==> src/hw/rtl/hpr_pkg.sv <==
// Shared types, constants and orientation tables for the Hilbert prefix mapper.
`default_nettype none

package hpr_pkg;

    localparam int ADDR_BITS   = 128;
    localparam int HALF_W      = ADDR_BITS / 2;
    localparam int PAIR_STAGES = ADDR_BITS / 2;
    localparam int CNT_W       = $clog2(PAIR_STAGES + 1);
    localparam int IDX_W       = $clog2(PAIR_STAGES);
    localparam int FRAC_BITS   = 48;
    localparam int DIM_W       = 16;
    localparam int GEOM_W      = FRAC_BITS + DIM_W;
    localparam int LEN_W       = 8;
    localparam int CFG_IDX_W   = 2;
    localparam int CFG_DATA_W  = DIM_W;

    typedef logic [1:0] orient_t;
    typedef logic [1:0] quad_t;

    typedef enum logic [1:0] {
        DIR_DOWN  = 2'd0,
        DIR_LEFT  = 2'd1,
        DIR_UP    = 2'd2,
        DIR_RIGHT = 2'd3
    } dir_t;

    typedef enum logic [CFG_IDX_W-1:0] {
        REG_FIRST_BIT    = 2'd0,
        REG_LAST_BIT     = 2'd1,
        REG_IMAGE_WIDTH  = 2'd2,
        REG_IMAGE_HEIGHT = 2'd3
    } cfg_reg_t;

    typedef struct packed {
        logic ok;
        dir_t dir;
    } hpr_grow_t;

    // One item in flight through the pair stages.
    typedef struct packed {
        logic [ADDR_BITS-1:0] addr;      // remaining bits, next pair at the top
        logic [GEOM_W-1:0]    x;
        logic [GEOM_W-1:0]    y;
        logic [GEOM_W-1:0]    w;
        logic [GEOM_W-1:0]    h;
        logic [CNT_W-1:0]     npairs;    // pairs this item walks
        logic                 grow_end;  // prefix ends on the first bit of the last pair
        orient_t              orient;
        logic                 grow_pend;
        dir_t                 grow_dir;
        logic                 bad;
    } hpr_stage_t;

    typedef struct packed {
        logic [GEOM_W-1:0] x;
        logic [GEOM_W-1:0] y;
        logic [GEOM_W-1:0] w;
        logic [GEOM_W-1:0] h;
        logic              bad;
    } hpr_rect_t;

    localparam orient_t NEXT_ORIENT [4][4] = '{
        '{2'd3, 2'd0, 2'd0, 2'd1},
        '{2'd2, 2'd1, 2'd1, 2'd0},
        '{2'd1, 2'd2, 2'd2, 2'd3},
        '{2'd0, 2'd3, 2'd3, 2'd2}
    };

    function automatic logic x_hit(input orient_t o, input quad_t p);
        logic r;
        case (o)
            2'd0:    r = (p == 2'd2) || (p == 2'd3);
            2'd1:    r = (p == 2'd0) || (p == 2'd3);
            2'd2:    r = (p == 2'd0) || (p == 2'd1);
            default: r = (p == 2'd1) || (p == 2'd2);
        endcase
        return r;
    endfunction

    function automatic logic y_hit(input orient_t o, input quad_t p);
        logic r;
        case (o)
            2'd0:    r = (p == 2'd1) || (p == 2'd2);
            2'd1:    r = (p == 2'd0) || (p == 2'd1);
            2'd2:    r = (p == 2'd0) || (p == 2'd3);
            default: r = (p == 2'd2) || (p == 2'd3);
        endcase
        return r;
    endfunction

    // Only even quadrants allow the cell to grow back.
    function automatic hpr_grow_t grow_lookup(input orient_t o, input quad_t p);
        hpr_grow_t g;
        case (p)
            2'd0:    begin g.ok = 1'b1; g.dir = dir_t'(o); end
            2'd2:    begin g.ok = 1'b1; g.dir = dir_t'(o ^ 2'd2); end
            default: begin g.ok = 1'b0; g.dir = DIR_DOWN; end
        endcase
        return g;
    endfunction

endpackage

`default_nettype wire

==> src/hw/rtl/hpr_pair_stage.sv <==
// One bit pair of the Hilbert walk: offsets, halving and orientation step.
`default_nettype none

module hpr_pair_stage (
    input  wire logic                      clk,
    input  wire logic                      rst_n,
    input  wire logic                      adv,
    input  wire logic [hpr_pkg::IDX_W-1:0] stage_idx,
    input  wire logic                      in_valid,
    input  wire hpr_pkg::hpr_stage_t       in_data,
    output logic                           out_valid,
    output hpr_pkg::hpr_stage_t            out_data
);
    import hpr_pkg::*;

    logic              active;
    logic              last;
    quad_t             pos;
    logic [GEOM_W-1:0] ox;
    logic [GEOM_W-1:0] oy;
    hpr_grow_t         grow;
    logic              valid_reg;
    logic              valid_next;
    hpr_stage_t        data_reg;
    hpr_stage_t        data_next;

    always_comb
    begin
        active = in_data.npairs > CNT_W'(stage_idx);
        last   = in_data.npairs == CNT_W'(stage_idx) + CNT_W'(1);
        pos    = in_data.addr[ADDR_BITS-1 -: 2];
        ox     = in_data.w >> 1;
        oy     = in_data.h >> 1;
        grow   = grow_lookup(in_data.orient, pos);

        data_next      = in_data;
        data_next.addr = in_data.addr << 2;
        if (active)
        begin
            if (x_hit(in_data.orient, pos))
                data_next.x = in_data.x + ox;
            if (y_hit(in_data.orient, pos))
                data_next.y = in_data.y + oy;
            data_next.w      = in_data.w >> 1;
            data_next.h      = in_data.h >> 1;
            data_next.orient = NEXT_ORIENT[in_data.orient][pos];
            // the grow itself is applied after the last pair stage
            if (last && in_data.grow_end)
            begin
                if (grow.ok)
                begin
                    data_next.grow_pend = 1'b1;
                    data_next.grow_dir  = grow.dir;
                end
                else
                begin
                    data_next.bad = 1'b1;
                end
            end
        end

        valid_next = adv ? in_valid : valid_reg;
    end

    always_ff @(posedge clk or negedge rst_n)
    begin
        if (!rst_n)
            valid_reg <= 1'b0;
        else
            valid_reg <= valid_next;
    end

    always_ff @(posedge clk)
    begin
        if (adv)
            data_reg <= data_next;
    end

    assign out_valid = valid_reg;
    assign out_data  = data_reg;

endmodule

`default_nettype wire

==> config.mk <==
export PLATFORM = sky130hd
export DESIGN_NAME = hpr_pair_stage
export DESIGN_NICKNAME = d
export VERILOG_FILES = /design/src/hw/rtl/hpr_pkg.sv /design/src/hw/rtl/hpr_pair_stage.sv
export SDC_FILE = /design/constraint.sdc
export NUM_CORES = 1
export LEC_CHECK = 0
export BUFFER_PORTS_ARGS = -buffer_cell sky130_fd_sc_hd__buf_2
export CAP_MARGIN = 20
export CORE_AREA = 2 2 316 318
export DETAILED_ROUTE_END_ITERATION = 8
export DIE_AREA = 0 0 318 320
export PLACE_DENSITY = 0.5
export SETUP_SLACK_MARGIN = 0.3
export SYNTH_ARGS = -nofsm -noshare
export SYNTH_HDL_FRONTEND = slang
export SYNTH_SLANG_ARGS = --single-unit
==> constraint.sdc <==
create_clock -name clk -period 2.2 [get_ports clk]
set_input_delay 0.44 -clock clk [delete_from_list [all_inputs] [get_ports clk]]
set_output_delay 0.44 -clock clk [all_outputs]
set_load 0.005 [all_outputs]
==> summary.txt <==
Status
  – Status: finished with violations
  – Violated checks: setup timing

Flow run
  – Max Cap Viol: 0

Synthesis
  – Post-synth EDFFs: 396
  – FF+latch count, synth: roughly 400
  – Top post-synthesis cells by count: 396 x edfxtp_1, 229 x nand2_1, 176 x o21ai_0
  – Largest area contributor in the netlist: edfxtp_1
  – Most numerous cell in the Yosys netlist: edfxtp_1
  – Post-Syn Area per Cell: ~11 µm²
  – Most common flop cell mapped by yosys: edfxtp_1
  – Synthesis Warnings: 0
  – Area contributors post-synth: edfxtp_1 52%, ha_1 7.5%, mux2_2 6.6%
  – Gate Count Post-Synth: ~2000
  – Register area share after synthesis: 52.0%
  – Number of library cell types mapped by synthesis: 86
  – Cell area after synthesis: between 20000 and 25000 µm²
  – Synth async-reset ratio: 0.252%
  – Share of the synthesized area in the top cell type: 51.9%

Timing
  – Setup TNS: -65.83 ns
  – Count of final hold-check violations: 0
  – Slew Viols, Final: 0
  – F_max: 388 MHz
  – Period utilization: 117%
  – Period minus WS final: 2.58 ns
  – Clock Skew: 0 ns
  – RSZ-0062 raised after global routing: yes
  – Setup WS post-layout: -0.376 ns
  – Endpoints failing setup: 256
  – Hold Worst Slack: 0.0840 ns

Final layout
  – Fillers: between 9000 and 10000
  – Final Core Density: 43.2%
  – Fin cells: 5048
  – Fraction of layout cells with a size suffix above 1: 60.0%
  – Final nets: 4263
  – Area of the multi-input gates: 13800 µm²
  – Register area: roughly 12000 µm²
  – Area Overhead vs Synth: 84.7%
  – Fin area: 42300 µm²

Critical path
  – Crit. Startpoint: in_data[166]
  – Crit path capture type: flip-flop
  – Worst R2R Setup Slack: 1.44 ns
  – Reg-to-Reg End: out_valid$_DFFE_PN0P_
  – Critical path class: input pin to flip-flop
  – Worst R2R Path Depth: 1
  – Crit path arrival time: slightly below 3 ns
  – Worst Path Max Fanout: 5
  – CP Launch Type: input pin
  – Data required, critical path: 2.59 ns
  – Crit path capture: out_data[203]$_DFFE_PP_
  – Reg2Reg Launch Point: out_valid$_DFFE_PN0P_

Floorplan
  – Placeable Area: ~100000 µm²
  – Chip height: 320 µm
  – IO Pins: 807
  – Die width: about 320 µm
  – Initial Util: 23.4%
  – Die area: 102000 µm²
  – Std cell rows: 115

Placed design
  – HPWL after DPL: just over 80000 µm
  – Port bufs: 804
  – Pre-CTS WS: -1.25 ns
  – DP Area: 34600 µm²
  – Placed Cells incl. Taps: about 4700
  – Final Wtd Congestion: 0.927

Drt
  – Drt drc: 0
  – First DRT Iteration DRCs: 1170
  – DRT Pass-1 Iters: 5
  – Via density: 4.59
  – WL per Instance: around 21 µm
  – Via count: 23200
  – Final WL: 106000 µm
  – Number of routed nets with antenna violations: 0

Clock tree
  – CTS buffer count: 50
  – CTS tree: done
  – Clock root cell: clkbuf_16
  – Clock-pin slew on the worst setup and hold paths: ~0.060 ns
  – Clock Latency Late Sink: 0.63 ns
  – H-tree depth: 2
  – Longest Clk Path Bufs: 3
  – Clock sink total: 397

Global routing
  – Tot GR Track Use: between 10% and 20%
  – Overflow after GRT: 0
  – Vias in the first global route: 23900
  – Initial antenna violation count: 30
  – First-pass GRT wire length: between 150000 and 200000 µm
  – Largest net degree at the start of global routing: 70

Min path
  – Hold crit path type: input pin to flip-flop

Power and ir drop
  – Pwr dens: approximately 650 nW/µm²
  – Leakage: ~19 nW
  – Total Power: 27.3 mW
  – Max VDD drop: 0.000531 V
-- power breakdown --
group          total [mW]  internal, mW  switching (mW)
clock                8.09          4.55            3.54
combinational        9.63          5.10            4.53
sequential           9.56          9.31           0.251
-- critical path: stages --
cell and delay [ns]:
buf_8 0.11, ha_4 0.29, nand2_2 0.06, or4_4 0.55, o211ai_1 0.30, a31oi_4 0.05
buf_6 0.14, o31a_1 0.28, buf_4 0.15, o31ai_4 0.23, a211oi_2 0.11, xor2_1 0.18
o21ai_1 0.08
-- routing by layer --
layer | routed length [µm] | vias to the layer above | global-route usage, %
li1 | - | 11100 | -
met1 | 41100 | 11200 | 22.0
met2 | 54500 | 699 | 36.1
met3 | 7400 | 182 | 5.91
met4 | 2960 | 32 | 5.80
met5 | 209 | - | 0
-- layout by cell type (no fill, tap or decap), types with 18 or more instances in the layout --
| cell | count |
|---|---|
| o21ai_4 | 23 |
| nor2_1 | 59 |
| xnor2_1 | 60 |
| nand2_2 | 30 |
| buf_6 | 88 |
| a21oi_1 | 111 |
| buf_12 | 43 |
| ha_4 | 66 |
| edfxtp_1 | 396 |
| o21a_1 | 18 |
| nand2_1 | 186 |
| o21bai_1 | 24 |
| ha_1 | 65 |
| inv_1 | 38 |
| o21ai_2 | 100 |
| clkbuf_16 | 54 |
| nand4_1 | 34 |
| o21ai_1 | 26 |
| buf_4 | 642 |
| xor2_1 | 49 |
| o21ai_0 | 45 |
| a21o_1 | 95 |
| dlygate4sd3_1 | 130 |
| a21oi_2 | 36 |
| buf_16 | 27 |
| mux2_4 | 133 |
| buf_2 | 766 |
| buf_8 | 39 |
| nand3_1 | 25 |
-- flip-flops by register name, summed over array words and instances (netlist names) --
register   count
out_data     396
out_valid      1
-- kinds of logic after synthesis --
logic type	synth area share [%]
mux	6.77
flops	52.0
simple gates	9.87
other cells	0.0164
buf+inv	2.61
fa+ha+maj	7.66
compound gates	16.4
xor+xnor	4.63
-- cell type report --
| class | instances | share of cell area (%) |
|---|---|---|
| tap | 1287 | 3.81 |
| clock buffer | 59 | 3.04 |
| clock inverter | 31 | 0.669 |
| timing repair buffer | 1739 | 31.3 |
| inverter | 40 | 0.385 |
| sequential | 397 | 28.2 |
| antenna | 7 | 0.0414 |
| multi-input combinational | 1488 | 32.6 |
-- what timing repair did --
item                                    in CTS  in global routing
gates cloned                                25                  4
hold buffers                               130                  0
resized for setup                          491                220
endpoints found under the setup margin     260                260
hold endpoints to repair                   130                  0
pin swaps                                  157                140
setup buffers                               93                 36
-- worst min path at each step --
stage                     start                     end  slack [ns]  depth (start not counted)
finish              in_data[10]  out_data[10]$_DFFE_PP_        0.08                          1
global route        in_data[10]  out_data[10]$_DFFE_PP_        0.04                          1
CTS                 in_data[10]  out_data[10]$_DFFE_PP_        0.03                          1
detailed placement        rst_n   out_valid$_DFFE_PN0P_        0.22                          1
global placement          rst_n   out_valid$_DFFE_PN0P_        0.21                          1
floorplan                 rst_n   out_valid$_DFFE_PN0P_        0.14                          0
Power figures use the tool's default switching activity.
