[config.mk]
export PLATFORM = sky130hd
export DESIGN_NAME = hpr_out_buf_flat
export DESIGN_NICKNAME = d
export VERILOG_FILES = /design/src/hw/rtl/hpr_pkg.sv /design/src/hw/rtl/hpr_ifs.sv /design/src/hw/rtl/hpr_out_buf.sv /design/src/flat_wrapper.sv
export SDC_FILE = /design/constraint.sdc
export NUM_CORES = 1
export LEC_CHECK = 0
export ABC_AREA = 1
export ABC_CLOCK_PERIOD_IN_PS = 15800
export BUFFER_PORTS_ARGS = -buffer_cell sky130_fd_sc_hd__clkbuf_2
export CAP_MARGIN = 5
export CORE_AREA = 2 2 199 201
export CTS_BUF_LIST = sky130_fd_sc_hd__clkbuf_4 sky130_fd_sc_hd__clkbuf_8 sky130_fd_sc_hd__clkbuf_16
export CTS_CLUSTER_DIAMETER = 40
export DETAILED_ROUTE_END_ITERATION = 16
export DIE_AREA = 0 0 201 203
export PLACE_DENSITY = 0.81
export SLEW_MARGIN = 10
export SYNTH_ARGS = -nofsm -noshare
export SYNTH_HDL_FRONTEND = slang
export SYNTH_SLANG_ARGS = --single-unit
export TNS_END_PERCENT = 5
[constraint.sdc]
create_clock -name clk -period 15.8 [get_ports clk]
set_input_delay 3.16 -clock clk [delete_from_list [all_inputs] [get_ports clk]]
set_output_delay 3.16 -clock clk [all_outputs]
set_load 0.02 [all_outputs]
[src/hw/rtl/hpr_pkg.sv]
// Shared types, constants and orientation tables for the Hilbert prefix mapper.
`default_nettype none

package hpr_pkg;

    localparam int ADDR_BITS   = 128;
    localparam int HALF_W      = ADDR_BITS / 2;
    localparam int PAIR_STAGES = ADDR_BITS / 2;
    localparam int CNT_W       = $clog2(PAIR_STAGES + 1);
    localparam int IDX_W       = $clog2(PAIR_STAGES);
    localparam int FRAC_BITS   = 48;
    localparam int DIM_W       = 16;
    localparam int GEOM_W      = FRAC_BITS + DIM_W;
    localparam int LEN_W       = 8;
    localparam int CFG_IDX_W   = 2;
    localparam int CFG_DATA_W  = DIM_W;

    typedef logic [1:0] orient_t;
    typedef logic [1:0] quad_t;

    typedef enum logic [1:0] {
        DIR_DOWN  = 2'd0,
        DIR_LEFT  = 2'd1,
        DIR_UP    = 2'd2,
        DIR_RIGHT = 2'd3
    } dir_t;

    typedef enum logic [CFG_IDX_W-1:0] {
        REG_FIRST_BIT    = 2'd0,
        REG_LAST_BIT     = 2'd1,
        REG_IMAGE_WIDTH  = 2'd2,
        REG_IMAGE_HEIGHT = 2'd3
    } cfg_reg_t;

    typedef struct packed {
        logic ok;
        dir_t dir;
    } hpr_grow_t;

    // One item in flight through the pair stages.
    typedef struct packed {
        logic [ADDR_BITS-1:0] addr;      // remaining bits, next pair at the top
        logic [GEOM_W-1:0]    x;
        logic [GEOM_W-1:0]    y;
        logic [GEOM_W-1:0]    w;
        logic [GEOM_W-1:0]    h;
        logic [CNT_W-1:0]     npairs;    // pairs this item walks
        logic                 grow_end;  // prefix ends on the first bit of the last pair
        orient_t              orient;
        logic                 grow_pend;
        dir_t                 grow_dir;
        logic                 bad;
    } hpr_stage_t;

    typedef struct packed {
        logic [GEOM_W-1:0] x;
        logic [GEOM_W-1:0] y;
        logic [GEOM_W-1:0] w;
        logic [GEOM_W-1:0] h;
        logic              bad;
    } hpr_rect_t;

    localparam orient_t NEXT_ORIENT [4][4] = '{
        '{2'd3, 2'd0, 2'd0, 2'd1},
        '{2'd2, 2'd1, 2'd1, 2'd0},
        '{2'd1, 2'd2, 2'd2, 2'd3},
        '{2'd0, 2'd3, 2'd3, 2'd2}
    };

    function automatic logic x_hit(input orient_t o, input quad_t p);
        logic r;
        case (o)
            2'd0:    r = (p == 2'd2) || (p == 2'd3);
            2'd1:    r = (p == 2'd0) || (p == 2'd3);
            2'd2:    r = (p == 2'd0) || (p == 2'd1);
            default: r = (p == 2'd1) || (p == 2'd2);
        endcase
        return r;
    endfunction

    function automatic logic y_hit(input orient_t o, input quad_t p);
        logic r;
        case (o)
            2'd0:    r = (p == 2'd1) || (p == 2'd2);
            2'd1:    r = (p == 2'd0) || (p == 2'd1);
            2'd2:    r = (p == 2'd0) || (p == 2'd3);
            default: r = (p == 2'd2) || (p == 2'd3);
        endcase
        return r;
    endfunction

    // Only even quadrants allow the cell to grow back.
    function automatic hpr_grow_t grow_lookup(input orient_t o, input quad_t p);
        hpr_grow_t g;
        case (p)
            2'd0:    begin g.ok = 1'b1; g.dir = dir_t'(o); end
            2'd2:    begin g.ok = 1'b1; g.dir = dir_t'(o ^ 2'd2); end
            default: begin g.ok = 1'b0; g.dir = DIR_DOWN; end
        endcase
        return g;
    endfunction

endpackage

`default_nettype wire

[src/hw/rtl/hpr_ifs.sv]
// Valid/ready channel interfaces for prefix items and rectangle items.
`default_nettype none


interface hpr_out_if;
    logic                       valid;
    logic                       ready;
    logic [hpr_pkg::GEOM_W-1:0] rect_x;
    logic [hpr_pkg::GEOM_W-1:0] rect_y;
    logic [hpr_pkg::GEOM_W-1:0] rect_w;
    logic [hpr_pkg::GEOM_W-1:0] rect_h;
    logic                       bad_prefix;

    modport source (output valid, output rect_x, output rect_y, output rect_w,
                    output rect_h, output bad_prefix, input ready);
    modport sink   (input valid, input rect_x, input rect_y, input rect_w,
                    input rect_h, input bad_prefix, output ready);
endinterface

`default_nettype wire

[src/hw/rtl/hpr_out_buf.sv]
// Output register plus skid entry; the pipeline stalls only when the skid entry is full.
`default_nettype none

module hpr_out_buf (
    input  wire logic               clk,
    input  wire logic               rst_n,
    input  wire logic               in_valid,
    input  wire hpr_pkg::hpr_rect_t in_data,
    output logic                    adv,
    hpr_out_if.source               rect
);
    import hpr_pkg::*;

    logic      out_valid_reg;
    logic      out_valid_next;
    hpr_rect_t out_data_reg;
    hpr_rect_t out_data_next;
    logic      skid_valid_reg;
    logic      skid_valid_next;
    hpr_rect_t skid_data_reg;
    hpr_rect_t skid_data_next;
    logic      take;

    assign adv  = !skid_valid_reg;
    assign take = adv && in_valid;

    always_comb
    begin
        out_valid_next  = out_valid_reg;
        out_data_next   = out_data_reg;
        skid_valid_next = skid_valid_reg;
        skid_data_next  = skid_data_reg;
        if (rect.ready || !out_valid_reg)
        begin
            if (skid_valid_reg)
            begin
                out_valid_next  = 1'b1;
                out_data_next   = skid_data_reg;
                skid_valid_next = 1'b0;
            end
            else
            begin
                out_valid_next = take;
                if (take)
                    out_data_next = in_data;
            end
        end
        else if (take)
        begin
            skid_valid_next = 1'b1;
            skid_data_next  = in_data;
        end
    end

    always_ff @(posedge clk or negedge rst_n)
    begin
        if (!rst_n)
        begin
            out_valid_reg  <= 1'b0;
            skid_valid_reg <= 1'b0;
        end
        else
        begin
            out_valid_reg  <= out_valid_next;
            skid_valid_reg <= skid_valid_next;
        end
    end

    always_ff @(posedge clk)
    begin
        out_data_reg  <= out_data_next;
        skid_data_reg <= skid_data_next;
    end

    assign rect.valid      = out_valid_reg;
    assign rect.rect_x     = out_data_reg.x;
    assign rect.rect_y     = out_data_reg.y;
    assign rect.rect_w     = out_data_reg.w;
    assign rect.rect_h     = out_data_reg.h;
    assign rect.bad_prefix = out_data_reg.bad;

endmodule

`default_nettype wire

[src/flat_wrapper.sv]
// flat-port wrapper written by rule: the top's interface ports become plain ports
module hpr_out_buf_flat import hpr_pkg::*;
  (clk, rst_n, in_valid, in_data, adv, rect_valid, rect_rect_x, rect_rect_y, rect_rect_w, rect_rect_h, rect_bad_prefix, rect_ready);
  hpr_out_if rect_i ();
  input  wire logic clk;
  input  wire logic rst_n;
  input  wire logic in_valid;
  input  wire hpr_pkg::hpr_rect_t in_data;
  output logic adv;
  output wire logic [$bits(rect_i.valid)-1:0] rect_valid;
  output wire logic [$bits(rect_i.rect_x)-1:0] rect_rect_x;
  output wire logic [$bits(rect_i.rect_y)-1:0] rect_rect_y;
  output wire logic [$bits(rect_i.rect_w)-1:0] rect_rect_w;
  output wire logic [$bits(rect_i.rect_h)-1:0] rect_rect_h;
  output wire logic [$bits(rect_i.bad_prefix)-1:0] rect_bad_prefix;
  input wire logic [$bits(rect_i.ready)-1:0] rect_ready;
  assign rect_valid = rect_i.valid;
  assign rect_rect_x = rect_i.rect_x;
  assign rect_rect_y = rect_i.rect_y;
  assign rect_rect_w = rect_i.rect_w;
  assign rect_rect_h = rect_i.rect_h;
  assign rect_bad_prefix = rect_i.bad_prefix;
  assign rect_i.ready = rect_ready;
  hpr_out_buf u_core (.clk(clk), .rst_n(rst_n), .in_valid(in_valid), .in_data(in_data), .adv(adv), .rect(rect_i));
endmodule
==> flow_summary.json <==
{
  "drv_cap": 0,
  "nets": 2148,
  "slowest_delay_ns": 1.01,
  "crit_type": "reg2out",
  "power.density_mw_per_mm2": 141,
  "gp_congestion": 0.831,
  "cts_tree": "yes",
  "postCtsHoldBufs": 0,
  "synth.avg_cell_area_sq_um": 13.9,
  "synth_nets": 1616,
  "cts-buffers-inserted": 60,
  "synth.most_common_cell": "nand2_1",
  "layout-drive-gt1-share_pct": 32.9,
  "dp_hpwl_mm": 28.0,
  "min-delay-path-class": "reg2reg",
  "p_total_w": 0.00336,
  "finish.utilization_pct": 62.0,
  "wire_per_inst_um": 17.5,
  "vias": 12100,
  "crit_arrival_ns": 2.31,
  "fin_crit_sh_pct": 34.6,
  "core_sq_mm": 0.0385,
  "rsz0062_at_grt": "no",
  "synth.largest_area_cell": "edfxtp_1",
  "cts_resized": 0,
  "antenna_found_initial": 2,
  "p_leak_nw": 10.4,
  "synth_seq_area_share_pct": 82.2,
  "ys_top_cells_by_area": "edfxtp_1 (82%), nand2_1 (15%), buf_6 (0.78%), buf_2 (0.69%), buf_4 (0.64%)",
  "via_per_inst": 4.92,
  "die_x_um": 201,
  "fin_crit_ns": 5.47,
  "rr_worst_depth": 5,
  "dieArea_sq_mm": 0.0408,
  "grt_overflow": 0,
  "async_flop_share_pct": 0.388,
  "grt_pass1_wl_mm": 65.1,
  "finalWirelength_mm": 43.0,
  "synth_cell_type_count": 10,
  "peakVddDrop_mv": 0.135,
  "whs_path_depth": 2,
  "synth_seq_cells": 516,
  "worstPathMaxFanout": 92,
  "path_cells": "inv_8, clkbuf_2",
  "syn_area_sq_mm": 0.0188,
  "setup_viol": 0,
  "rows": 72,
  "syn_inst": 1355,
  "synth_edf_count": 514,
  "fmax_mhz": 183,
  "io_buffers": 519,
  "clk_pin_slew_ns": 0.06,
  "grt_max_degree": 178,
  "hold_viol": 0,
  "drtPass1Iterations": 7,
  "fin_skew_ns": 0.0105,
  "drtIter0Drc": 838,
  "grt_pass1_vias": 12200,
  "netlist.area_leader.share_pct": 82.0,
  "start_util_pct": 48.9,
  "grt_usage_pct": 20.6,
  "cts_root_buf": "clkbuf_16",
  "htree_levels": 2,
  "cts_setup_buffers": 0,
  "clkSinkCount": 516,
  "status": "finished clean",
  "finalSetupTns_ns": 0,
  "max_slew_margin_pct": 27.4,
  "required_ns": 12.64,
  "largest_reg_flops": 257,
  "ys_top_cells_by_count": "nand2_1 (774), edfxtp_1 (514), buf_2 (26)",
  "top_level_ports": 520,
  "postRouteAntennaNets": 0,
  "synthToLayoutAreaGrowth_pct": 26.6,
  "clk_path_buf_depth": 3,
  "worst_setup_path_start_kind": "flip-flop",
  "drv_slew": 0,
  "yosys_most_used_dff": "edfxtp_1",
  "drc": 0,
  "clk_latency_ns": 0.60,
  "setup.worst_path.end_class": "output pin",
  "ys_warn_count": 0,
  "crit_slowest_cell": "dfrtp_4",
  "die_h_um": 203,
  "tightest_slew_ns": 1.09
}
[area by class of cell]
type | count | area, sq um
diodes | 2 | 5.00
clock buffers | 76 | 1660
clock inverters | 36 | 402
fillers | 2781 | 14600
inverters | 3 | 18.8
multi-input cells | 779 | 2940
flip-flops and latches | 516 | 15500
well taps | 518 | 648
repair buffers | 527 | 2680
[layout by cell type (no fill, tap or decap), types with 3 or more instances in the layout]
cell type / Yosys / layout
buf_4: 16 / 6
bufinv_16: 0 / 5
clkbuf_16: 0 / 62
clkbuf_2: 0 / 519
clkbuf_4: 0 / 14
clkinv_1: 0 / 6
clkinv_2: 0 / 4
clkinv_4: 0 / 5
clkinv_8: 0 / 3
clkinvlp_4: 0 / 6
edfxtp_1: 514 / 514
inv_6: 0 / 3
inv_8: 0 / 5
nand2_1: 774 / 774
nor2_1: 5 / 3
[path summary, 6_finish.rpt]
path	endpoint	from	slack (ns)
min	u_core.rect.rect_y[48]	u_core.skid_data_reg[177]	0.51
min in group asynchronous	u_core.rect.valid	rst_n	2.35
max	adv	u_core.skid_valid_reg	10.33
min reg2reg	u_core.rect.rect_y[48]	u_core.skid_data_reg[177]	0.51
max in group asynchronous	u_core.skid_valid_reg	rst_n	13.34
max reg2reg	u_core.skid_data_reg[53]	u_core.skid_valid_reg	11.90
[worst max-delay path: cells and delay by family, from the launching register on]
family	cells	cell delay, ns
DFF	1	1.01
buffers and inverters	2	0.66
[metal layers]
metal  vias to the layer above  track usage, %  share of wire [%]
li1                       5686               -                  -
met1                      5658            24.1                 36
met2                       628            34.6                 50
met3                       120            6.02                9.7
met4                         0            10.9                4.5
met5                         -               0                  0
[kinds of logic (layout without fill, tap and decap cells)]
group / count (synthesis) / in the layout / synth area share, %
and+or+nand+nor: 779 / 779 / 15.5
DFF: 516 / 516 / 82.2
buffers and inverters: 60 / 642 / 2.22
other: 0 / 2 / 0
[metrics by stage]
step	setup slack (ns)	instances	hold WS [ns]	instance area, sq um
floorplan	0.933	1355	0.491	18800
global placement	10.13	2343	0.497	21800
detailed placement	10.09	2343	0.500	21800
CTS	10.31	2455	0.512	23800
global route	10.20	2457	0.530	23800
finish	10.33	2457	0.508	23800
[power breakdown]
| group | internal [W] | leakage (nW) | switching (W) |
|---|---|---|---|
| registers | 0.00163 | 4.88 | 0.0000316 |
| logic | 0.0000913 | 4.47 | 0.000230 |
| clock network | 0.000836 | 1.00 | 0.000546 |
| total | 0.00255 | 10.4 | 0.000808 |
Note: power is estimated with default switching activity, not from simulation.
