## src/hw/rtl/hpr_pkg.sv

```systemverilog
// Shared types, constants and orientation tables for the Hilbert prefix mapper.
`default_nettype none

package hpr_pkg;

    localparam int ADDR_BITS   = 128;
    localparam int HALF_W      = ADDR_BITS / 2;
    localparam int PAIR_STAGES = ADDR_BITS / 2;
    localparam int CNT_W       = $clog2(PAIR_STAGES + 1);
    localparam int IDX_W       = $clog2(PAIR_STAGES);
    localparam int FRAC_BITS   = 48;
    localparam int DIM_W       = 16;
    localparam int GEOM_W      = FRAC_BITS + DIM_W;
    localparam int LEN_W       = 8;
    localparam int CFG_IDX_W   = 2;
    localparam int CFG_DATA_W  = DIM_W;

    typedef logic [1:0] orient_t;
    typedef logic [1:0] quad_t;

    typedef enum logic [1:0] {
        DIR_DOWN  = 2'd0,
        DIR_LEFT  = 2'd1,
        DIR_UP    = 2'd2,
        DIR_RIGHT = 2'd3
    } dir_t;

    typedef enum logic [CFG_IDX_W-1:0] {
        REG_FIRST_BIT    = 2'd0,
        REG_LAST_BIT     = 2'd1,
        REG_IMAGE_WIDTH  = 2'd2,
        REG_IMAGE_HEIGHT = 2'd3
    } cfg_reg_t;

    typedef struct packed {
        logic ok;
        dir_t dir;
    } hpr_grow_t;

    // One item in flight through the pair stages.
    typedef struct packed {
        logic [ADDR_BITS-1:0] addr;      // remaining bits, next pair at the top
        logic [GEOM_W-1:0]    x;
        logic [GEOM_W-1:0]    y;
        logic [GEOM_W-1:0]    w;
        logic [GEOM_W-1:0]    h;
        logic [CNT_W-1:0]     npairs;    // pairs this item walks
        logic                 grow_end;  // prefix ends on the first bit of the last pair
        orient_t              orient;
        logic                 grow_pend;
        dir_t                 grow_dir;
        logic                 bad;
    } hpr_stage_t;

    typedef struct packed {
        logic [GEOM_W-1:0] x;
        logic [GEOM_W-1:0] y;
        logic [GEOM_W-1:0] w;
        logic [GEOM_W-1:0] h;
        logic              bad;
    } hpr_rect_t;

    localparam orient_t NEXT_ORIENT [4][4] = '{
        '{2'd3, 2'd0, 2'd0, 2'd1},
        '{2'd2, 2'd1, 2'd1, 2'd0},
        '{2'd1, 2'd2, 2'd2, 2'd3},
        '{2'd0, 2'd3, 2'd3, 2'd2}
    };

    function automatic logic x_hit(input orient_t o, input quad_t p);
        logic r;
        case (o)
            2'd0:    r = (p == 2'd2) || (p == 2'd3);
            2'd1:    r = (p == 2'd0) || (p == 2'd3);
            2'd2:    r = (p == 2'd0) || (p == 2'd1);
            default: r = (p == 2'd1) || (p == 2'd2);
        endcase
        return r;
    endfunction

    function automatic logic y_hit(input orient_t o, input quad_t p);
        logic r;
        case (o)
            2'd0:    r = (p == 2'd1) || (p == 2'd2);
            2'd1:    r = (p == 2'd0) || (p == 2'd1);
            2'd2:    r = (p == 2'd0) || (p == 2'd3);
            default: r = (p == 2'd2) || (p == 2'd3);
        endcase
        return r;
    endfunction

    // Only even quadrants allow the cell to grow back.
    function automatic hpr_grow_t grow_lookup(input orient_t o, input quad_t p);
        hpr_grow_t g;
        case (p)
            2'd0:    begin g.ok = 1'b1; g.dir = dir_t'(o); end
            2'd2:    begin g.ok = 1'b1; g.dir = dir_t'(o ^ 2'd2); end
            default: begin g.ok = 1'b0; g.dir = DIR_DOWN; end
        endcase
        return g;
    endfunction

endpackage

`default_nettype wire

```

## src/hw/rtl/hpr_entry.sv

```systemverilog
// Entry stage: aligns the address to the start bit and works out the pair count.
`default_nettype none

module hpr_entry (
    input  wire logic                        clk,
    input  wire logic                        rst_n,
    input  wire logic                        adv,
    input  wire logic                        in_valid,
    input  wire logic [hpr_pkg::HALF_W-1:0]  addr_upper,
    input  wire logic [hpr_pkg::HALF_W-1:0]  addr_lower,
    input  wire logic [hpr_pkg::LEN_W-1:0]   prefix_len,
    input  wire logic [hpr_pkg::LEN_W-1:0]   first_bit,
    input  wire logic [hpr_pkg::LEN_W-1:0]   last_bit,
    input  wire logic [hpr_pkg::DIM_W-1:0]   image_width,
    input  wire logic [hpr_pkg::DIM_W-1:0]   image_height,
    output logic                             out_valid,
    output hpr_pkg::hpr_stage_t              out_data
);
    import hpr_pkg::*;

    localparam int AW = LEN_W + 2;

    logic [LEN_W-1:0] size;
    logic [AW-1:0]    fb_e;
    logic [AW-1:0]    lb_e;
    logic [AW-1:0]    sz_e;
    logic             walk_ok;
    logic [AW-1:0]    n_last;
    logic [AW-1:0]    n_size;
    logic [AW-1:0]    n_pairs;
    logic             valid_reg;
    logic             valid_next;
    hpr_stage_t       data_reg;
    hpr_stage_t       data_next;

    always_comb
    begin
        size    = (prefix_len > LEN_W'(ADDR_BITS)) ? LEN_W'(ADDR_BITS) : prefix_len;
        fb_e    = AW'(first_bit);
        lb_e    = AW'(last_bit);
        sz_e    = AW'(size);
        walk_ok = (fb_e + AW'(1) <= lb_e) && (fb_e < sz_e);
        // pairs allowed by last_bit and by the prefix length; the walk takes the fewer
        n_last  = ((lb_e - fb_e - AW'(1)) >> 1) + AW'(1);
        n_size  = ((sz_e - fb_e - AW'(1)) >> 1) + AW'(1);
        if (!walk_ok)
            n_pairs = '0;
        else if (n_last < n_size)
            n_pairs = n_last;
        else
            n_pairs = n_size;

        data_next.addr      = {addr_upper, addr_lower} << first_bit;
        data_next.x         = '0;
        data_next.y         = '0;
        data_next.w         = {image_width, FRAC_BITS'(0)};
        data_next.h         = {image_height, FRAC_BITS'(0)};
        data_next.npairs    = n_pairs[CNT_W-1:0];
        data_next.grow_end  = walk_ok && (fb_e + (n_pairs << 1) - AW'(1) == sz_e);
        data_next.orient    = '0;
        data_next.grow_pend = 1'b0;
        data_next.grow_dir  = DIR_DOWN;
        data_next.bad       = 1'b0;

        valid_next = adv ? in_valid : valid_reg;
    end

    always_ff @(posedge clk or negedge rst_n)
    begin
        if (!rst_n)
            valid_reg <= 1'b0;
        else
            valid_reg <= valid_next;
    end

    always_ff @(posedge clk)
    begin
        if (adv)
            data_reg <= data_next;
    end

    assign out_valid = valid_reg;
    assign out_data  = data_reg;

endmodule

`default_nettype wire

```

## config.mk

```make
export PLATFORM = sky130hd
export DESIGN_NAME = hpr_entry
export DESIGN_NICKNAME = d
export VERILOG_FILES = /design/src/hw/rtl/hpr_pkg.sv /design/src/hw/rtl/hpr_entry.sv
export SDC_FILE = /design/constraint.sdc
export NUM_CORES = 1
export LEC_CHECK = 0
export BUFFER_PORTS_ARGS = -buffer_cell sky130_fd_sc_hd__buf_4
export CAP_MARGIN = 0
export CORE_AREA = 2 2 232 234
export DETAILED_ROUTE_END_ITERATION = 7
export DIE_AREA = 0 0 234 236
export GPL_TIMING_DRIVEN = 0
export SYNTH_ARGS = -nofsm -noshare
export SYNTH_HDL_FRONTEND = slang
export SYNTH_SLANG_ARGS = --single-unit
```

## constraint.sdc

```tcl
create_clock -name clk -period 0.8 [get_ports clk]
set_input_delay 0.08 -clock clk [delete_from_list [all_inputs] [get_ports clk]]
set_output_delay 0.08 -clock clk [all_outputs]
set_load 0.01 [all_outputs]
```

==> results_tabular.tex <==
\begin{tabular}{lr}
\hline
Metric & Value \\
\hline
\multicolumn{2}{l}{\textbf{Placement}} \\
GP Congestion & 1.01 \\
Area of placed instances & 23,500 um\^{}2 \\
Pre-CTS worst setup slack & -6.36 ns \\
Number of cells after detailed placement & 3,424 \\
Estimated wirelength of the detail-placed design & 75.9 mm \\
Quantity of I/O buffers inserted on ports & 351 \\
\multicolumn{2}{l}{\textbf{STA}} \\
Max\_slew headroom & 24.1\% \\
Setup repair after global routing missed its margin & yes \\
Final count of pins violating max slew & 0 \\
Tmin final & 6.07 ns \\
Slew at the pin closest to its max-slew limit & 1.14 ns \\
Final Hold Vio Count & 0 \\
Smallest setup slack after layout & -5.27 ns \\
Fraction of the cycle the final worst path needs & 759\% \\
Final clock skew & 0 ns \\
Worst hold slack & 0.113 ns \\
Highest clock rate & 0.165 GHz \\
Count of endpoints failing setup in the final report & 411 \\
\multicolumn{2}{l}{\textbf{Logic synthesis}} \\
Synth top area cells & sky130\_fd\_sc\_hd\_\_edfxtp\_1 27\%, sky130\_fd\_sc\_hd\_\_mux4\_2 14\%, sky130\_fd\_sc\_hd\_\_buf\_4 9.6\% \\
Fraction of synthesis flops using an asynchronous set or reset pin & 0.592\% \\
Post-Syn Area per Cell & 8.61 um\^{}2 \\
Ys Warns & 0 \\
Proportion of netlist area held by the largest area contributor & 27.3\% \\
Predominant post-synthesis flop cell & sky130\_fd\_sc\_hd\_\_edfxtp\_1 \\
Cells after synthesis & 2,147 \\
Number of flip-flops and latches in the synthesized netlist & 169 \\
Number of enable flip-flop cells after synthesis & 168 \\
Post-Syn Area & 18,500 um\^{}2 \\
Proportion of synthesized chip area in sequential cells & 27.4\% \\
Yosys cell types & 77 \\
Most area-hungry cell type in the Yosys netlist & sky130\_fd\_sc\_hd\_\_edfxtp\_1 \\
\multicolumn{2}{l}{\textbf{Clock tree}} \\
Maximum clock insertion buffer count & 2 \\
H-tree lvl count & 4 \\
Clock root buffer & sky130\_fd\_sc\_hd\_\_clkbuf\_16 \\
Clock Latency Late Sink & 0.44 ns \\
Register clock-pin slew on the reported worst setup and hold paths & 0.08 ns \\
Clock sink count & 169 \\
Cts bufs inserted & 17 \\
TritonCTS clock tree & done \\
\multicolumn{2}{l}{\textbf{Cells and area}} \\
Final cell count without fillers & 3,697 \\
Fill cell instance count of the final layout & 4,819 \\
Sequential Area & 5070 um\^{}2 \\
Post-route cell area & 29,500 um\^{}2 \\
Diodes inserted & 0 \\
Multi-input gate area & 14,800 um\^{}2 \\
Signed area change from the synthesized netlist to the final layout & 59.6\% \\
Share of post-route cells with drive strength above 1 & 50.4\% \\
Final net count & 3,232 \\
\multicolumn{2}{l}{\textbf{Critical path}} \\
Worst path slowest cell & sky130\_fd\_sc\_hd\_\_fa\_2 \\
Worst endpoint required time & 1.07 ns \\
Sort of element at the start of the critical path & primary input \\
Worst r2r src & out\_valid \\
Slowest cell delay on critical path & 0.38 ns \\
Category of the critical setup timing path & in2reg \\
CP bufs+invs & 10 \\
Top Family by Delay on Critical Path & simple AND/OR/NAND/NOR gates \\
Logic depth of the worst setup path including buffers & 40 \\
Start point of the critical path & first\_bit[1] \\
Critical Path Fanout Max & 6 \\
Worst Reg-to-Reg Cells & 1 \\
Endpoint kind of the worst setup timing path & register \\
Data arrival, critical path & 6.34 ns \\
\multicolumn{2}{l}{\textbf{Drt}} \\
Met3 routed wirelength & 7.16 mm \\
Wire length the detailed router placed on met1 & 37.9 mm \\
Number of vias in the routed layout & 20,000 \\
Max Used Layer & met5 \\
Number of nets with antenna violations after detailed routing & 0 \\
Routed WL & 95.0 mm \\
Pre-Repair DR Iteration Count & 5 \\
Count of routing violations after the opening detailed-route iteration & 1,855 \\
Post-DR wirelength/cell & 25.7 um \\
Routed wl met2 & 44.8 mm \\
Routed via count divided by cell count & 5.42 \\
Number of design rule violations left after detail routing & 0 \\
\multicolumn{2}{l}{\textbf{Run}} \\
Number of max-cap violations & 0 \\
\multicolumn{2}{l}{\textbf{Floorplanning}} \\
Floorplan die width & 234 um \\
Core ar. & 53,100 um\^{}2 \\
Number of core rows & 85 \\
Die area & 55,200 um\^{}2 \\
Starting Density & 34.8\% \\
Number of top-level design ports & 587 \\
Die Span Y & 236 um \\
\multicolumn{2}{l}{\textbf{Min path}} \\
Start point of the worst min-delay path & adv \\
Depth of the worst hold-timing path & 1 \\
Min-Delay Path Class & in2reg \\
\multicolumn{2}{l}{\textbf{Global routing}} \\
Antenna violations before repair & 1 \\
Wire length of the first global-routing pass & 135 mm \\
Remaining global-route overflow & 0 \\
Overall Global Routing Usage & 33.6\% \\
Vias in the first global route & 19,700 \\
Largest net degree at the start of global routing & 107 \\
\multicolumn{2}{l}{\textbf{Pwr}} \\
Power density over the cells & 1510 nW/um\^{}2 \\
Reported leakage power & 12.6 nW \\
Max rail drop VDD & 1.46 mV \\
Overall power consumption & 44.6 mW \\
\multicolumn{2}{l}{\textbf{Run status}} \\
Violations in the final reports & negative setup slack \\
Status & finished with violations \\
\hline
\end{tabular}
-- flip-flops by register name, summed over array words and instances, names as in the netlist --
name / cells
out_valid: 1
out_data: 168
-- Yosys cell counts, types with 4 or more instances --
master and number:
sky130_fd_sc_hd__o22ai_1 31, sky130_fd_sc_hd__inv_1 49, sky130_fd_sc_hd__nand3_1 26, sky130_fd_sc_hd__mux2_2 9
sky130_fd_sc_hd__nor2b_1 34, sky130_fd_sc_hd__or2_2 6, sky130_fd_sc_hd__a31oi_1 17, sky130_fd_sc_hd__nand4_1 7
sky130_fd_sc_hd__clkbuf_1 88, sky130_fd_sc_hd__a21oi_1 94, sky130_fd_sc_hd__and2_1 9, sky130_fd_sc_hd__xor2_1 12
sky130_fd_sc_hd__o21ai_0 146, sky130_fd_sc_hd__xnor2_2 4, sky130_fd_sc_hd__and3_1 6, sky130_fd_sc_hd__a211oi_1 14
sky130_fd_sc_hd__xnor2_1 27, sky130_fd_sc_hd__o32a_1 6, sky130_fd_sc_hd__nor2_1 315, sky130_fd_sc_hd__buf_4 236
sky130_fd_sc_hd__o22a_1 9, sky130_fd_sc_hd__mux2i_1 135, sky130_fd_sc_hd__buf_2 16, sky130_fd_sc_hd__o21a_1 11
sky130_fd_sc_hd__o31ai_1 4, sky130_fd_sc_hd__nand2b_1 9, sky130_fd_sc_hd__ha_1 53, sky130_fd_sc_hd__edfxtp_1 168
sky130_fd_sc_hd__mux4_2 115, sky130_fd_sc_hd__a21o_1 9, sky130_fd_sc_hd__nor3_1 32, sky130_fd_sc_hd__nand2_1 353
sky130_fd_sc_hd__buf_1 34, sky130_fd_sc_hd__o211ai_1 5
-- power by group --
| part | switching [mW] | internal, mW | total, mW |
|---|---|---|---|
| Clock | 3.97 | 4.47 | 8.44 |
| Combinational | 13.9 | 11.4 | 25.3 |
| Sequential | 0.247 | 10.6 | 10.9 |
| Total | 18.1 | 26.4 | 44.6 |
-- logic make-up after synthesis --
logic type      after synthesis  synth area share (%)
xor+xnor                     47                  2.61
simple gates                813                  18.3
fa+ha+maj                    56                  3.91
mux                         259                  21.9
other cells                   1                0.0203
flops                       169                  27.4
buf+inv                     427                  13.6
compound gates              375                  12.2
-- layout make-up --
| type | count | share of cell area, % |
|---|---|---|
| Buffer | 375 | 9.92 |
| Clock buffer | 17 | 1.44 |
| Clock inverter | 15 | 0.598 |
| Inverter | 52 | 0.763 |
| Multi-Input combinational cell | 1780 | 50.2 |
| Sequential cell | 169 | 17.2 |
| Tap cell | 696 | 2.95 |
| Timing Repair Buffer | 593 | 17.0 |
-- metrics by stage --
stage,util [%],setup TNS [ns]
floorplan,-,-172.93
CTS,54.0,-284.49
global placement,44.2,-534.51
detailed placement,44.3,-402.14
global route,55.6,-311.05
finish,55.6,-292.76
-- final timing paths --
kind | slack (ns) | endpoint
min in group asynchronous | 0.50 | out_valid
worst min register to register | 0.53 | out_valid
worst max-delay path | -5.27 | out_data[6]
max in group asynchronous | 0.20 | out_valid
worst min-delay path | 0.11 | out_data[135]
worst max register to register | 0.04 | out_valid
-- cell usage in the layout (no fill, tap or decap), types with 35 or more instances in the layout --
cell type,instances
sky130_fd_sc_hd__a21oi_1,45
sky130_fd_sc_hd__a21oi_2,44
sky130_fd_sc_hd__buf_4,721
sky130_fd_sc_hd__buf_6,57
sky130_fd_sc_hd__clkbuf_1,50
sky130_fd_sc_hd__conb_1,230
sky130_fd_sc_hd__dlygate4sd3_1,35
sky130_fd_sc_hd__edfxtp_1,168
sky130_fd_sc_hd__ha_1,35
sky130_fd_sc_hd__inv_1,39
sky130_fd_sc_hd__mux2i_1,42
sky130_fd_sc_hd__mux2i_2,42
sky130_fd_sc_hd__mux2i_4,51
sky130_fd_sc_hd__mux4_2,115
sky130_fd_sc_hd__nand2_1,284
sky130_fd_sc_hd__nand2_2,54
sky130_fd_sc_hd__nor2_1,262
sky130_fd_sc_hd__nor2_2,39
sky130_fd_sc_hd__o21ai_2,57
sky130_fd_sc_hd__o21ai_4,44
-- repair_timing --
action,CTS,global route
setup buffers,186,20
gates resized for setup,650,164
pin swaps,142,92
hold endpoints to repair,34,0
hold buffers,35,0
gates cloned,3,1
endpoints found under the setup margin,411,411
-- per-layer routing --
layer / vias up / global-route usage, %
met3: 242 / 4.35
met1: 9723 / 44.1
met4: 2 / 14.9
li1: 8841 / -
met5: - / 0
met2: 1223 / 55.1
No activity file was read; power rests on OpenSTA's default activity.
