===== config.mk =====
export PLATFORM = sky130hd
export DESIGN_NAME = hpr_grow
export DESIGN_NICKNAME = d
export VERILOG_FILES = /design/src/hw/rtl/hpr_pkg.sv /design/src/hw/rtl/hpr_grow.sv
export SDC_FILE = /design/constraint.sdc
export NUM_CORES = 1
export LEC_CHECK = 0
export BUFFER_PORTS_ARGS = -buffer_cell sky130_fd_sc_hd__buf_4
export CAP_MARGIN = 20
export CELL_PAD_IN_SITES_DETAIL_PLACEMENT = 0
export CELL_PAD_IN_SITES_GLOBAL_PLACEMENT = 1
export CORE_AREA = 2 2 260 262
export DETAILED_ROUTE_END_ITERATION = 12
export DIE_AREA = 0 0 262 264
export HOLD_SLACK_MARGIN = 0.08
export PLACE_DENSITY = 0.67
export SLEW_MARGIN = 20
export SYNTH_ARGS = -nofsm -noshare
export SYNTH_HDL_FRONTEND = slang
export SYNTH_SLANG_ARGS = --single-unit

===== constraint.sdc =====
create_clock -name clk -period 2.5 [get_ports clk]
set_clock_uncertainty 0.2 [all_clocks]
set_input_delay 0.25 -clock clk [delete_from_list [all_inputs] [get_ports clk]]
set_output_delay 0.25 -clock clk [all_outputs]
set_load 0.01 [all_outputs]

===== src/hw/rtl/hpr_pkg.sv =====
// Shared types, constants and orientation tables for the Hilbert prefix mapper.
`default_nettype none

package hpr_pkg;

    localparam int ADDR_BITS   = 128;
    localparam int HALF_W      = ADDR_BITS / 2;
    localparam int PAIR_STAGES = ADDR_BITS / 2;
    localparam int CNT_W       = $clog2(PAIR_STAGES + 1);
    localparam int IDX_W       = $clog2(PAIR_STAGES);
    localparam int FRAC_BITS   = 48;
    localparam int DIM_W       = 16;
    localparam int GEOM_W      = FRAC_BITS + DIM_W;
    localparam int LEN_W       = 8;
    localparam int CFG_IDX_W   = 2;
    localparam int CFG_DATA_W  = DIM_W;

    typedef logic [1:0] orient_t;
    typedef logic [1:0] quad_t;

    typedef enum logic [1:0] {
        DIR_DOWN  = 2'd0,
        DIR_LEFT  = 2'd1,
        DIR_UP    = 2'd2,
        DIR_RIGHT = 2'd3
    } dir_t;

    typedef enum logic [CFG_IDX_W-1:0] {
        REG_FIRST_BIT    = 2'd0,
        REG_LAST_BIT     = 2'd1,
        REG_IMAGE_WIDTH  = 2'd2,
        REG_IMAGE_HEIGHT = 2'd3
    } cfg_reg_t;

    typedef struct packed {
        logic ok;
        dir_t dir;
    } hpr_grow_t;

    // One item in flight through the pair stages.
    typedef struct packed {
        logic [ADDR_BITS-1:0] addr;      // remaining bits, next pair at the top
        logic [GEOM_W-1:0]    x;
        logic [GEOM_W-1:0]    y;
        logic [GEOM_W-1:0]    w;
        logic [GEOM_W-1:0]    h;
        logic [CNT_W-1:0]     npairs;    // pairs this item walks
        logic                 grow_end;  // prefix ends on the first bit of the last pair
        orient_t              orient;
        logic                 grow_pend;
        dir_t                 grow_dir;
        logic                 bad;
    } hpr_stage_t;

    typedef struct packed {
        logic [GEOM_W-1:0] x;
        logic [GEOM_W-1:0] y;
        logic [GEOM_W-1:0] w;
        logic [GEOM_W-1:0] h;
        logic              bad;
    } hpr_rect_t;

    localparam orient_t NEXT_ORIENT [4][4] = '{
        '{2'd3, 2'd0, 2'd0, 2'd1},
        '{2'd2, 2'd1, 2'd1, 2'd0},
        '{2'd1, 2'd2, 2'd2, 2'd3},
        '{2'd0, 2'd3, 2'd3, 2'd2}
    };

    function automatic logic x_hit(input orient_t o, input quad_t p);
        logic r;
        case (o)
            2'd0:    r = (p == 2'd2) || (p == 2'd3);
            2'd1:    r = (p == 2'd0) || (p == 2'd3);
            2'd2:    r = (p == 2'd0) || (p == 2'd1);
            default: r = (p == 2'd1) || (p == 2'd2);
        endcase
        return r;
    endfunction

    function automatic logic y_hit(input orient_t o, input quad_t p);
        logic r;
        case (o)
            2'd0:    r = (p == 2'd1) || (p == 2'd2);
            2'd1:    r = (p == 2'd0) || (p == 2'd1);
            2'd2:    r = (p == 2'd0) || (p == 2'd3);
            default: r = (p == 2'd2) || (p == 2'd3);
        endcase
        return r;
    endfunction

    // Only even quadrants allow the cell to grow back.
    function automatic hpr_grow_t grow_lookup(input orient_t o, input quad_t p);
        hpr_grow_t g;
        case (p)
            2'd0:    begin g.ok = 1'b1; g.dir = dir_t'(o); end
            2'd2:    begin g.ok = 1'b1; g.dir = dir_t'(o ^ 2'd2); end
            default: begin g.ok = 1'b0; g.dir = DIR_DOWN; end
        endcase
        return g;
    endfunction

endpackage

`default_nettype wire


===== src/hw/rtl/hpr_grow.sv =====
// Final stage: pending grow doubles the cell one way; left/up shifts saturate at 0.
`default_nettype none

module hpr_grow (
    input  wire logic                clk,
    input  wire logic                rst_n,
    input  wire logic                adv,
    input  wire logic                in_valid,
    input  wire hpr_pkg::hpr_stage_t in_data,
    output logic                     out_valid,
    output hpr_pkg::hpr_rect_t       out_data
);
    import hpr_pkg::*;

    logic [GEOM_W-1:0] w_new;
    logic [GEOM_W-1:0] h_new;
    logic [GEOM_W-1:0] w_half;
    logic [GEOM_W-1:0] h_half;
    logic              valid_reg;
    logic              valid_next;
    hpr_rect_t         data_reg;
    hpr_rect_t         data_next;

    always_comb
    begin
        w_new = in_data.w;
        h_new = in_data.h;
        if (in_data.grow_pend)
        begin
            if (in_data.grow_dir[0])
                w_new = in_data.w << 1;
            else
                h_new = in_data.h << 1;
        end
        w_half = w_new >> 1;
        h_half = h_new >> 1;

        data_next.x   = in_data.x;
        data_next.y   = in_data.y;
        data_next.w   = w_new;
        data_next.h   = h_new;
        data_next.bad = in_data.bad;
        if (in_data.grow_pend && in_data.grow_dir == DIR_LEFT)
            data_next.x = (in_data.x > w_half) ? in_data.x - w_half : '0;
        else if (in_data.grow_pend && in_data.grow_dir == DIR_UP)
            data_next.y = (in_data.y > h_half) ? in_data.y - h_half : '0;

        valid_next = adv ? in_valid : valid_reg;
    end

    always_ff @(posedge clk or negedge rst_n)
    begin
        if (!rst_n)
            valid_reg <= 1'b0;
        else
            valid_reg <= valid_next;
    end

    always_ff @(posedge clk)
    begin
        if (adv)
            data_reg <= data_next;
    end

    assign out_valid = valid_reg;
    assign out_data  = data_reg;

endmodule

`default_nettype wire


==> results of run 1 <==
## power groups by stage
stage	sequential [W]	clock, W	combinational (W)
CTS	0.00542	0.00480	0.00752
detailed placement	0.00550	0	0.00640
floorplan	0.00567	0	0.00267
global route	0.00545	0.00496	0.00910
global placement	0.00550	0	0.00637
finish	0.00542	0.00470	0.00855
## metal layers
metal  vias to the layer above  share of wire, %
li1                      10358                 -
met1                     10703                40
met2                       753                50
met3                       150               6.8
met4                         4               3.2
met5                         -             0.032
## synth_stat cells, drive strengths merged, types with 3 or more instances
master	n	share of area, %
o21ai	94	2.5
a2111oi	4	0.32
xnor2	56	2.6
nor4	7	0.23
a31oi	20	0.69
clkbuf	83	1.7
nor2b	11	0.36
o221ai	4	0.18
xor2	58	2.7
edfxtp	257	41
or2	6	0.20
a221o	6	0.32
nand2b	12	0.40
nor3	26	0.69
a221oi	3	0.14
nand2	223	4.4
a31o	4	0.18
a21o	68	2.7
a22o	22	1.0
inv	164	3.2
nand4	46	1.5
o21bai	31	1.2
o31a	3	0.14
o211ai	9	0.38
o41ai	5	0.23
nor2	62	1.2
nand3	29	0.77
and2	9	0.30
a21boi	9	0.40
mux2	3	0.18
ha	128	8.5
a21oi	171	4.5
a211o	4	0.18
and4	5	0.23
mux2i	126	6.7
and3	12	0.40
nand3b	3	0.12
or3	14	0.49
a211oi	7	0.28
o31ai	95	3.8
o21a	26	1.0
buf	23	0.60
## final timing paths
check | cells after the start | slack (ns) | startpoint | end
setup / recovery | 19 | -1.31 | in_data[1] | out_data[183]
hold / removal | 5 | 0.13 | in_data[84] | out_data[71]
setup reg to reg | 2 | 0.96 | out_valid | out_valid
hold reg to reg | 2 | 0.90 | out_valid | out_valid
max in group asynchronous | 3 | 1.61 | rst_n | out_valid
min in group asynchronous | 3 | 0.38 | rst_n | out_valid
## cells by family after synthesis
family	count (synthesis)	synth area share (%)
xor gates and xnor gates	114	5.27
adders and majority gates	130	8.66
AOI/OAI and AO/OA	604	21.2
and+or+nand+nor	473	11.7
muxes	129	6.84
DFF	258	40.9
buffers and inverters	270	5.51
## sequential cells by signal, indices dropped and copies added (netlist names)
signal and count:
out_valid 1, out_data 257
## metrics by stage
step | area [sq um] | setup TNS, ns | setup slack [ns] | total power [W]
final | 37400 | -151.14 | -1.31 | 0.0187
after global routing | 37400 | -159.35 | -1.39 | 0.0195
after CTS | 34600 | -132.39 | -1.25 | 0.0177
after detailed placement | 28700 | -239.66 | -2.15 | 0.0119
after global placement | 28700 | -239.02 | -2.17 | 0.0119
after floorplan | 19200 | -140.93 | -1.29 | 0.00834
## final cells by class
class | count | area, sq um | share of cell area (%)
Clock inverter | 17 | 118 | 0.314
Inverter | 164 | 616 | 1.64
Timing Repair Buffer | 1566 | 13300 | 35.6
Clock buffer | 38 | 887 | 2.37
Antenna cell | 1 | 2.50 | 0.00669
Sequential cell | 258 | 7740 | 20.7
Multi-Input combinational cell | 1451 | 13600 | 36.5
Tap cell | 873 | 1090 | 2.92
## timing repair
action,in CTS,in global routing
pin swaps,101,115
gates cloned,9,9
buffers inserted,59,62
endpoints found under the setup margin,128,128
hold buffers,259,0
endpoints found under the hold margin,289,0
gates resized for setup,304,370
## critical path: stages
cell and delay (ns):
buf_8 0.10, nor2b_4 0.19, buf_12 0.18, mux2_4 0.33, ha_4 0.17, fa_2 0.33, nand3b_1 0.24, a21oi_4 0.26
o211ai_2 0.13, a2111oi_4 0.30, buf_4 0.18, buf_6 0.10, o21bai_4 0.07, a21boi_2 0.17, o21ai_4 0.08, or2_1 0.25
buf_6 0.15, or4_1 0.40, nand3_1 0.11
==> impl_metrics.env, run 1 <==
export IMPL_status="finished with violations"
export IMPL_violations="negative setup slack"
export IMPL_cts_buffers=34
export IMPL_p_int_w=0.0123
export IMPL_layout_drive_gt1_share_pct=50.5
export IMPL_postRouteAntennaNets=0
export IMPL_leakage_nw=16.5
export IMPL_grtUsageMet3_pct=4.86
export IMPL_layout_commonest_cell="buf_4"
export IMPL_grt_usage_pct=24.4
export IMPL_cts_tree="done"
export IMPL_finalSetupViolations=128
export IMPL_critPathKind="input port to flip-flop"
export IMPL_slew_headroom_pct=60.2
export IMPL_ys_seq_elements=258
export IMPL_period_share_pct=152
export IMPL_yosys_warnings=0
export IMPL_netlist_instances=1978
export IMPL_cts_root_buf="clkbuf_16"
export IMPL_finalHoldViolCount=0
export IMPL_synth_ff_type="edfxtp_1"
export IMPL_worstMarginPinSlew_ns=0.593
export IMPL_grt_pass1_wl_um=131000
export IMPL_path_max_fanout=6
export IMPL_seq_area_frac_synth_pct=40.9
export IMPL_fill_cells=5654
export IMPL_place_inst=3924
export IMPL_gp_congestion=0.942
export IMPL_crit_required_ns=2.71
export IMPL_cp_arrival_ns=4.02
export IMPL_grt_use_met2_pct=43.7
export IMPL_pwr_share_seq_pct=29.0
export IMPL_start_kind="input port"
export IMPL_min_path_type="input port to flip-flop"
export IMPL_drv_cap=0
export IMPL_drv_slew=0
export IMPL_final_cells=4368
export IMPL_utilization_pct=56.2
export IMPL_postSynth_asyncResetShare_pct=0.388
export IMPL_port_buffer_count=521
export IMPL_grt_max_degree=68
export IMPL_antenna_found_initial=2
export IMPL_busiest_layer="met2"
export IMPL_ir_worst_vdd_v=0.000422
export IMPL_grt_pass1_vias=22716
export IMPL_cts_sinks=258
export IMPL_synth_nets=2510
export IMPL_clockBufferDepth=3
export IMPL_dp_hpwl_um=64900
export IMPL_power_density_nw_per_um2=499
export IMPL_remaining_drc_errors=0
export IMPL_coreArea_sq_um=66600
export IMPL_grtUsageMet1_pct=29.3
export IMPL_synthDistinctLibCells=80
export IMPL_pwr_share_comb_pct=45.8
export IMPL_nNetsFinal=4007
export IMPL_wl_per_cell_um=21.0
export IMPL_vias=21968
export IMPL_period_minus_slack_ns=3.81
export IMPL_die_y_um=264
export IMPL_rows=95
export IMPL_switchingPower_w=0.00639
export IMPL_final_cell_mix="buf_4, dlygate4sd3_1, edfxtp_1"
export IMPL_finalWirelength_um=91600
export IMPL_postSynthAreaPerCell_sq_um=9.58
export IMPL_ctsHtreeMaxLevel=2
export IMPL_via_per_inst=5.03
export IMPL_io_pins=660
export IMPL_p_sw_share_pct=34.2
export IMPL_dr_pass1_iters=5
export IMPL_maxClockFrequency_mhz=262
export IMPL_holdWs_ns=0.133
export IMPL_syn_area_sq_um=18900
export IMPL_clkTransAtPathRegs_ns=0.06
export IMPL_start_util_pct=28.5
export IMPL_drt_initial_drc_count=1512
export IMPL_clkPwrFrac_pct=25.2
export IMPL_clock_latency_ns=0.54
export IMPL_die_w_um=262
export IMPL_area_growth_synth_to_final_pct=97.5
export IMPL_synth_edf_count=257
export IMPL_dieArea_sq_um=69200
export IMPL_worst_setup_path_end_kind="flip-flop"
export IMPL_rsz0062_at_grt="true"
export IMPL_grt_overflow=0
export IMPL_setup_slack_ns=-1.31
Note: power is estimated with default switching activity, not from simulation.
==> run 2, diff against run 1 <==
--- a/config.mk
+++ b/config.mk
@@ -18,3 +18,4 @@
 export SYNTH_ARGS = -nofsm -noshare
 export SYNTH_HDL_FRONTEND = slang
 export SYNTH_SLANG_ARGS = --single-unit
+export TNS_END_PERCENT = 1
==> impl_metrics.env, run 2 (same netlist as run 1, synthesis figures left out) <==
export IMPL_crit_required_ns=2.66
export IMPL_nNetsFinal=3913
export IMPL_finalWirelength_um=82300
export IMPL_reg2reg_to="out_valid"
export IMPL_via_per_inst=4.89
export IMPL_switchingPower_w=0.00556
export IMPL_critPathMaxStageDelay_ns=0.32
export IMPL_ctsHtreeMaxLevel=1
export IMPL_die_y_um=264
export IMPL_grtUsageMet1_pct=28.1
export IMPL_final_area_sq_um=33400
export IMPL_grt_pass1_vias=22007
export IMPL_cp_cell_sequence="buf_4 > nor2b_4 > buf_12 > buf_12 > mux2i_2 > ha_1 > a21o_1 > a31o_2 > o211ai_2 > a2111oi_4 > buf_4 > buf_6 > o211ai_1 > a21oi_2 > o21ai_2 > a21oi_1 > or3_1 > a32o_1"
export IMPL_clkTransAtPathRegs_ns=0.06
export IMPL_grtUsageMet3_pct=4.14
export IMPL_cp_arrival_ns=3.79
export IMPL_finalSetupViolations=128
export IMPL_cp_buffers_inverters=5
export IMPL_utilization_pct=50.1
export IMPL_slowest_stage="or3_1"
export IMPL_start_kind="input port"
export IMPL_remaining_drc_errors=0
export IMPL_period_minus_slack_ns=3.62
export IMPL_rsz0062_at_grt="true"
export IMPL_dp_hpwl_um=64400
export IMPL_clock_latency_ns=0.60
export IMPL_path_max_fanout=9
export IMPL_finalHoldViolCount=0
export IMPL_hold_end="out_data[143]"
export IMPL_maxClockFrequency_mhz=276
export IMPL_r2r_cells=2
export IMPL_drv_slew=0
export IMPL_cts_root_buf="clkbuf_16"
export IMPL_cts_buffers=30
export IMPL_io_pins=660
export IMPL_postRouteAntennaNets=0
export IMPL_r2r_start="out_valid"
export IMPL_start_util_pct=28.5
export IMPL_pwr_share_seq_pct=31.1
export IMPL_grt_overflow=0
export IMPL_p_sw_share_pct=31.9
export IMPL_critPathKind="input port to flip-flop"
export IMPL_worstMarginPinSlew_ns=0.539
export IMPL_cts_tree="done"
export IMPL_power_density_nw_per_um2=523
export IMPL_largest_reg_flops=257
export IMPL_slew_headroom_pct=63.8
export IMPL_violations="negative setup slack"
export IMPL_wl_per_cell_um=19.2
export IMPL_period_share_pct=145
export IMPL_min_path_type="input port to flip-flop"
export IMPL_ir_worst_vdd_v=0.000514
export IMPL_status="finished with violations"
export IMPL_worstHoldStart="in_data[156]"
export IMPL_final_cells=4278
export IMPL_clockBufferDepth=3
export IMPL_pwr_share_comb_pct=40.7
export IMPL_die_w_um=262
export IMPL_hold_path_depth=4
export IMPL_gp_congestion=0.926
export IMPL_place_inst=3947
export IMPL_vias=20914
export IMPL_rrSetupSlack_ns=0.99
export IMPL_grt_pass1_wl_um=124000
export IMPL_busiest_layer="met2"
export IMPL_dieArea_sq_um=69200
export IMPL_dr_pass1_iters=7
export IMPL_antenna_found_initial=4
export IMPL_postPlaceCellArea_sq_um=28900
export IMPL_p_int_w=0.0119
export IMPL_grt_max_degree=88
export IMPL_worst_setup_path_end_kind="flip-flop"
export IMPL_rows=95
export IMPL_clkPwrFrac_pct=28.2
export IMPL_layout_drive_gt1_share_pct=41.0
export IMPL_coreArea_sq_um=66600
export IMPL_cts_sinks=258
export IMPL_leakage_nw=15.6
export IMPL_drt_initial_drc_count=1244
export IMPL_grt_use_met2_pct=41.1
export IMPL_final_cell_mix="buf_4, dlygate4sd3_1, edfxtp_1"
export IMPL_grt_usage_pct=23.0
export IMPL_area_growth_synth_to_final_pct=76.1
export IMPL_setup_slack_ns=-1.12
export IMPL_cpLargestDelayFamily="compound AO/OA/AOI/OAI gates"
export IMPL_layout_commonest_cell="buf_4"
export IMPL_drv_cap=0
export IMPL_port_buffer_count=521
## run 2: cell types whose count changed in the layout (fill, tap and decap cells not counted), moves of 32 or more
cell     change
o31ai_1     +77
mux2i_1     +33
a21oi_1     +32
buf_4       -37
o31ai_4     -66
mux2i_4     -51
ha_1        +40
ha_4        -38
## run 2: worst max-delay path by stage
stage               startpoint             to  cells after the start
detailed placement  in_data[3]  out_data[133]                     17
finish              in_data[3]  out_data[187]                     18
global route        in_data[3]  out_data[183]                     19
global placement    in_data[3]  out_data[133]                     17
CTS                 in_data[3]  out_data[183]                     18
floorplan           in_data[3]  out_data[185]                     15
## run 2: power by group through the flow
stage | Sequential [W] | Combinational [W] | Clock [W]
6_report | 0.00543 | 0.00709 | 0.00492
5_1_grt | 0.00546 | 0.00765 | 0.00519
4_1_cts | 0.00543 | 0.00700 | 0.00505
3_5_place_dp | 0.00551 | 0.00641 | 0
3_3_place_gp | 0.00551 | 0.00639 | 0
2_1_floorplan | 0.00567 | 0.00263 | 0
## run 2: metrics by stage
step	setup slack [ns]	setup TNS (ns)	total power [W]	hold slack, ns
final	-1.12	-125.31	0.0174	0.109
after detailed placement	-2.06	-237.24	0.0119	-0.174
after floorplan	-1.29	-152.35	0.00830	-0.246
after CTS	-1.04	-115.88	0.0175	0.0806
after global routing	-1.28	-140.86	0.0183	0.139
after global placement	-2.04	-235.15	0.0119	-0.175
## run 2: final cells by class
cell class / instances / area (sq um)
diodes: 1 / 2.50
repair buffers: 1477 / 12100
clock inverters: 25 / 335
well taps: 873 / 1090
inverters: 164 / 616
multi-input cells: 1450 / 10800
flip-flops and latches: 258 / 7740
clock buffers: 30 / 751
fillers: 6210 / 33200
## run 2: worst register-to-register path, delay by kind of cell (launching register included)
| kind | cells | cell delay, ns |
|---|---|---|
| flops | 1 | 0.38 |
| mux | 1 | 0.27 |
| buf+inv | 1 | 0.55 |
## run 2: repair_timing
item | in CTS | in global routing
gates cloned | 1 | 0
hold buffers | 268 | 0
gates resized for setup | 103 | 36
pin swaps | 25 | 6
setup buffers | 5 | 1
endpoints found under the hold margin | 321 | 0
setup endpoints to repair | 128 | 128
## run 2: routing by layer
metal,vias up,share of wire (%)
li1,10144,-
met1,9980,41
met2,655,50
met3,127,6.6
met4,8,2.8
met5,-,0.062
